File: src/hw/rtl/ntb_pkg.sv
`default_nettype none
package ntb_pkg;

  localparam int unsigned ENTRY_BITS = 9;
  localparam int unsigned FRAME_BITS = 40;
  localparam int unsigned LEAF_LSB   = 12;
  localparam int unsigned TOP_LSB    = 39;
  localparam logic [2:0]  TABLE_PERM = 3'd7;
  localparam logic [11:0] ROOT_ATTR  = 12'h01E;

  typedef enum logic [1:0] {
    ACT_CREATE  = 2'd0,
    ACT_MAP     = 2'd1,
    ACT_DESTROY = 2'd2,
    ACT_NONE    = 2'd3
  } action_t;

  typedef enum logic [1:0] {
    ST_OK      = 2'd0,
    ST_FULL    = 2'd1,
    ST_INVALID = 2'd2
  } status_t;

  typedef enum logic [1:0] {
    INV_NONE   = 2'd0,
    INV_SINGLE = 2'd1,
    INV_ALL    = 2'd2
  } inv_t;

  typedef enum logic {
    REG_POOL_BASE = 1'b0,
    REG_SINGLE    = 1'b1
  } reg_idx_t;

  typedef struct packed {
    logic [1:0]  action;
    logic [47:0] guest_address;
    logic [51:0] host_address;
    logic [2:0]  perm_flags;
    logic [51:0] root_pointer;
  } ntb_in_t;

  typedef struct packed {
    logic [1:0]  status;
    logic [51:0] new_root_pointer;
    logic [4:0]  pages_in_use;
    logic [1:0]  invalidate_kind;
  } ntb_out_t;

  typedef struct packed {
    logic [FRAME_BITS-1:0] frame;
    logic [2:0]            perm;
  } tbl_entry_t;

  typedef struct packed {
    logic set;
    logic clr;
  } pool_cmd_t;

endpackage
`default_nettype wire

File: src/hw/rtl/ntb_pool.sv
`default_nettype none
module ntb_pool #(
  parameter int unsigned POOL_PAGES = 16,
  parameter int unsigned PW         = 4,
  parameter int unsigned CW         = 5
) (
  input  wire logic               clk,
  input  wire logic               rst_n,
  input  wire ntb_pkg::pool_cmd_t cmd,
  input  wire logic [PW-1:0]      idx,
  output logic [POOL_PAGES-1:0]   used,
  output logic [CW-1:0]           count
);

  logic [POOL_PAGES-1:0] used_r, used_nxt;
  logic [CW-1:0]         count_r, count_nxt;

  always_comb begin
    used_nxt  = used_r;
    count_nxt = count_r;
    if (cmd.set) begin
      used_nxt[idx] = 1'b1;
      count_nxt     = count_r + CW'(1);
    end else if (cmd.clr && used_r[idx]) begin
      used_nxt[idx] = 1'b0;
      count_nxt     = count_r - CW'(1);
    end
  end

  always_ff @(posedge clk) begin
    if (!rst_n) begin
      used_r  <= '0;
      count_r <= '0;
    end else begin
      used_r  <= used_nxt;
      count_r <= count_nxt;
    end
  end

  assign used  = used_r;
  assign count = count_r;

endmodule
`default_nettype wire

File: config.mk
export PLATFORM = sky130hd
export DESIGN_NAME = ntb_pool
export DESIGN_NICKNAME = d
export VERILOG_FILES = /design/src/hw/rtl/ntb_pkg.sv /design/src/hw/rtl/ntb_pool.sv
export SDC_FILE = /design/constraint.sdc
export NUM_CORES = 1
export LEC_CHECK = 0
export ABC_AREA = 1
export BUFFER_PORTS_ARGS = -buffer_cell sky130_fd_sc_hd__buf_4
export CORE_ASPECT_RATIO = 0.75
export CORE_MARGIN = 2
export CORE_UTILIZATION = 51
export DETAILED_ROUTE_END_ITERATION = 8
export PLACE_DENSITY = 0.72
export SYNTH_ARGS = -nofsm -noshare
export SYNTH_HDL_FRONTEND = slang
export SYNTH_SLANG_ARGS = --single-unit
File: constraint.sdc
create_clock -name clk -period 3 [get_ports clk]
set_input_delay 0.45 -clock clk [delete_from_list [all_inputs] [get_ports clk]]
set_output_delay 0.45 -clock clk [all_outputs]
set_load 0.01 [all_outputs]
==> impl_summary.md <==
Timing
Setup violations remaining at the end of the flow were counted as 0. The hold slack is 367 ps. The actual transition at the worst max-transition pin is 708 ps. The clock tree skew after final layout is 5.26 ps.

The number of hold violations in the final report is 0. The minimum period implied by the final worst setup slack is 1760 ps. Setup total negative slack on the finished layout was measured at 0 ps. Setup repair after global routing left no endpoint under its margin. The maximum achievable frequency is 0.568 GHz.

The worst-case headroom to the max-slew limit is 0.528. The max-slew violation count is 0. The final clock period utilization by the worst path is 0.587.

Detailed routing
The antenna violation net count after detailed routing is 0. The total length of routed wires is 3.19 mm. The post-detailed-route wirelength per cell is 12.2 um.

In the routed layout, each cell is associated on average with a via count of 5.19. In this run, the number of DRC markers left after iteration 0 of detailed routing was 77. For this run, design rule violations remaining after detail routing come to 0. The number of iterations in the first detailed-routing pass is 4. The routed layout has 1359 vias.

Min path
The end point of the most critical hold path is count[0]. In this run the most critical hold path is launched from rst_n. The worst hold path belongs to the class in2reg. Counting instances, the worst hold path has a depth of 3.

Yosys
The cell count after synthesis came out at 202. Synthesis instantiated 20 different standard cells from the library. The largest total area in the synthesized netlist belongs to sky130_fd_sc_hd__dfxtp_1. In the post-synthesis netlist, the biggest area contributors are sky130_fd_sc_hd__dfxtp_1 (31%), sky130_fd_sc_hd__nand2_1 (23%), sky130_fd_sc_hd__nand3_2 (7.4%). The cell area that synthesis handed to floorplanning was 1360 sq um. The sequential cell area fraction in the yosys report is 0.309.

The post-synthesis register bit count is 21. The yosys synthesis warning count is 0. When the netlist entered floorplanning its net count stood at 214. After synthesis, the mean cell area works out to 6.74 sq um. The share of the synthesized area in the top cell type is 0.309.

Setup path
The endpoint class of the critical path is a flop. The data required time at the worst endpoint is 3240 ps. Across all register-to-register paths, the minimum setup slack is 1490 ps. The path depth of the worst reg2reg path is 7. The endpoint of the lowest-slack register-to-register path is count[4]. Data on the critical path arrives at its endpoint at 2000 ps. In this run the worst path has a maximum fanout of 18.

The critical path class is in2reg. The startpoint class of the critical path is an input port. The worst register-to-register path begins at count[0].

Finish
The area growth from synthesis to layout is 17.3%. In the final layout, the share of cells above drive strength 1 is 0.261. After routing the design area is 1600 sq um. The area used by sequential logic in the layout is 420 sq um. The net count of the finished layout is 239.

The repair_antennas step left the layout with diodes totalling 0. After filler insertion, the fill cell instance count of the layout stands at 242. The area of combinational cells with multiple inputs is 853 sq um.

GRT
The first global-routing pass estimated 5.51 mm of wire. The overall fraction of global-route tracks in use is 0.220. The remaining global-route overflow is 0. The number of antenna violations at the first check in global routing is 0. The number of global-route vias before repair came to 1238. Entering global routing, the biggest net connects 21 pins.

Die
The die is 48.7 um tall. During I/O placement, the number of pins put on the boundary was 29. For this configuration, the core starts out at a cell density of 0.527. The die width is 63.7 um. Row generation in the floorplan step produced 16 rows. The area of the core region is 2580 sq um. The die covers 3100 sq um.

Clocking
Post-CTS repair changed the size of 0 cells. TritonCTS created 3 clock buffers. CTS saw 21 sinks. The CTS tree is built. The deepest clock path buffer count is 2.

The root buffer cell chosen for the clock tree is sky130_fd_sc_hd__clkbuf_4. The clock-pin slew reported for the worst setup and hold paths after clock tree synthesis is 120 ps. For this design, the CTS-stage hold fixing added 0 buffers.

The buffer count from post-CTS setup fixing is 0. The later pin in the worst-skew pair is clocked with a latency of 310 ps. The number of H-tree levels is 1.

Placed design
During placement, the flow inserted port buffers numbering 28. The HPWL after detailed placement is 2.35 mm. Summing all placed instances gives a cell area of 1570 sq um.

The final weighted congestion of routability-driven global placement is 0.944.

Outcome
The flow ran to the end, and the final reports show no timing, DRC or antenna violations.

Power
The peak ir drop on the vdd network is 244 uV. Total power for the finished layout comes to 579 uW. The power per standard cell area is 362 nW/um^2.

The leakage power figure is 0.000703 uW.

Job
The tool flagged a number of max-cap violations equal to 0.
[stage by stage]
stage | worst slack, ps | utilization | cells
floorplan | 1140 | - | 202
CTS | 1250 | 0.618 | 262
detailed placement | 931 | 0.608 | 258
global route | 1120 | 0.618 | 262
finish | 1240 | 0.618 | 262
global placement | 997 | 0.608 | 258
[kinds of logic (layout without fill, tap and decap cells)]
kind of cell,Yosys count,count (layout),synth area share
compound gates,22,22,0.100
xor+xnor,4,4,0.0257
fa+ha+maj,4,4,0.0423
buf+inv,18,42,0.0643
flops,21,21,0.309
simple gates,133,133,0.459
[worst max-delay path by stage]
stage	from	to	cells past startpoint
after floorplan	cmd[1]	count[4]	9
after global placement	cmd[1]	count[4]	9
after detailed placement	cmd[1]	count[4]	9
after CTS	cmd[1]	count[4]	9
after global routing	cmd[1]	count[4]	9
final	cmd[1]	count[4]	9
[layout make-up]
class,count,share of cell area
clock buffers,3,0.0141
clock inverters,1,0.00313
inverters,10,0.0251
multi-input cells,163,0.534
flip-flops and latches,21,0.263
well taps,36,0.0282
repair buffers,28,0.132
[synth_stat cells (all sizes together)]
library cell,n
nand2,90
nor2,20
a21oi,21
inv,10
o21ai,1
xor2,4
nand4,1
fa,1
nand3,22
ha,3
buf,4
clkbuf,4
dfxtp,21
[routing by layer]
| metal | part of all wire | track usage | up-vias |
|---|---|---|---|
| met5 | 0 | 0 | - |
| met3 | 0.062 | 0.0442 | 0 |
| met2 | 0.44 | 0.349 | 46 |
| met1 | 0.49 | 0.319 | 621 |
| met4 | 0 | 0.0254 | 0 |
| li1 | - | - | 692 |
[report_power, final]
part	internal, uW	switching, uW
Combinational	52.9	81.3
Clock	49.8	89.6
Sequential	292	13.1
[worst max-delay path, cell delays in order]
cell	delay [ps]
sky130_fd_sc_hd__buf_4	210
sky130_fd_sc_hd__inv_1	230
sky130_fd_sc_hd__fa_1	510
sky130_fd_sc_hd__nand2_1	80
sky130_fd_sc_hd__nand2_1	50
sky130_fd_sc_hd__a21oi_1	150
sky130_fd_sc_hd__xor2_1	150
sky130_fd_sc_hd__nand2_1	60
sky130_fd_sc_hd__a21oi_1	110
[layout by cell type (no fill, tap or decap), drive strengths merged]
cell type | Yosys | layout
nand2 | 90 | 90
buf | 4 | 28
nand3 | 22 | 22
dfxtp | 21 | 21
a21oi | 21 | 21
nor2 | 20 | 20
inv | 10 | 10
xor2 | 4 | 4
ha | 3 | 3
clkbuf | 4 | 3
nand4 | 1 | 1
o21ai | 1 | 1
fa | 1 | 1
clkinv | 0 | 1
No activity file was read; power rests on OpenSTA's default activity.
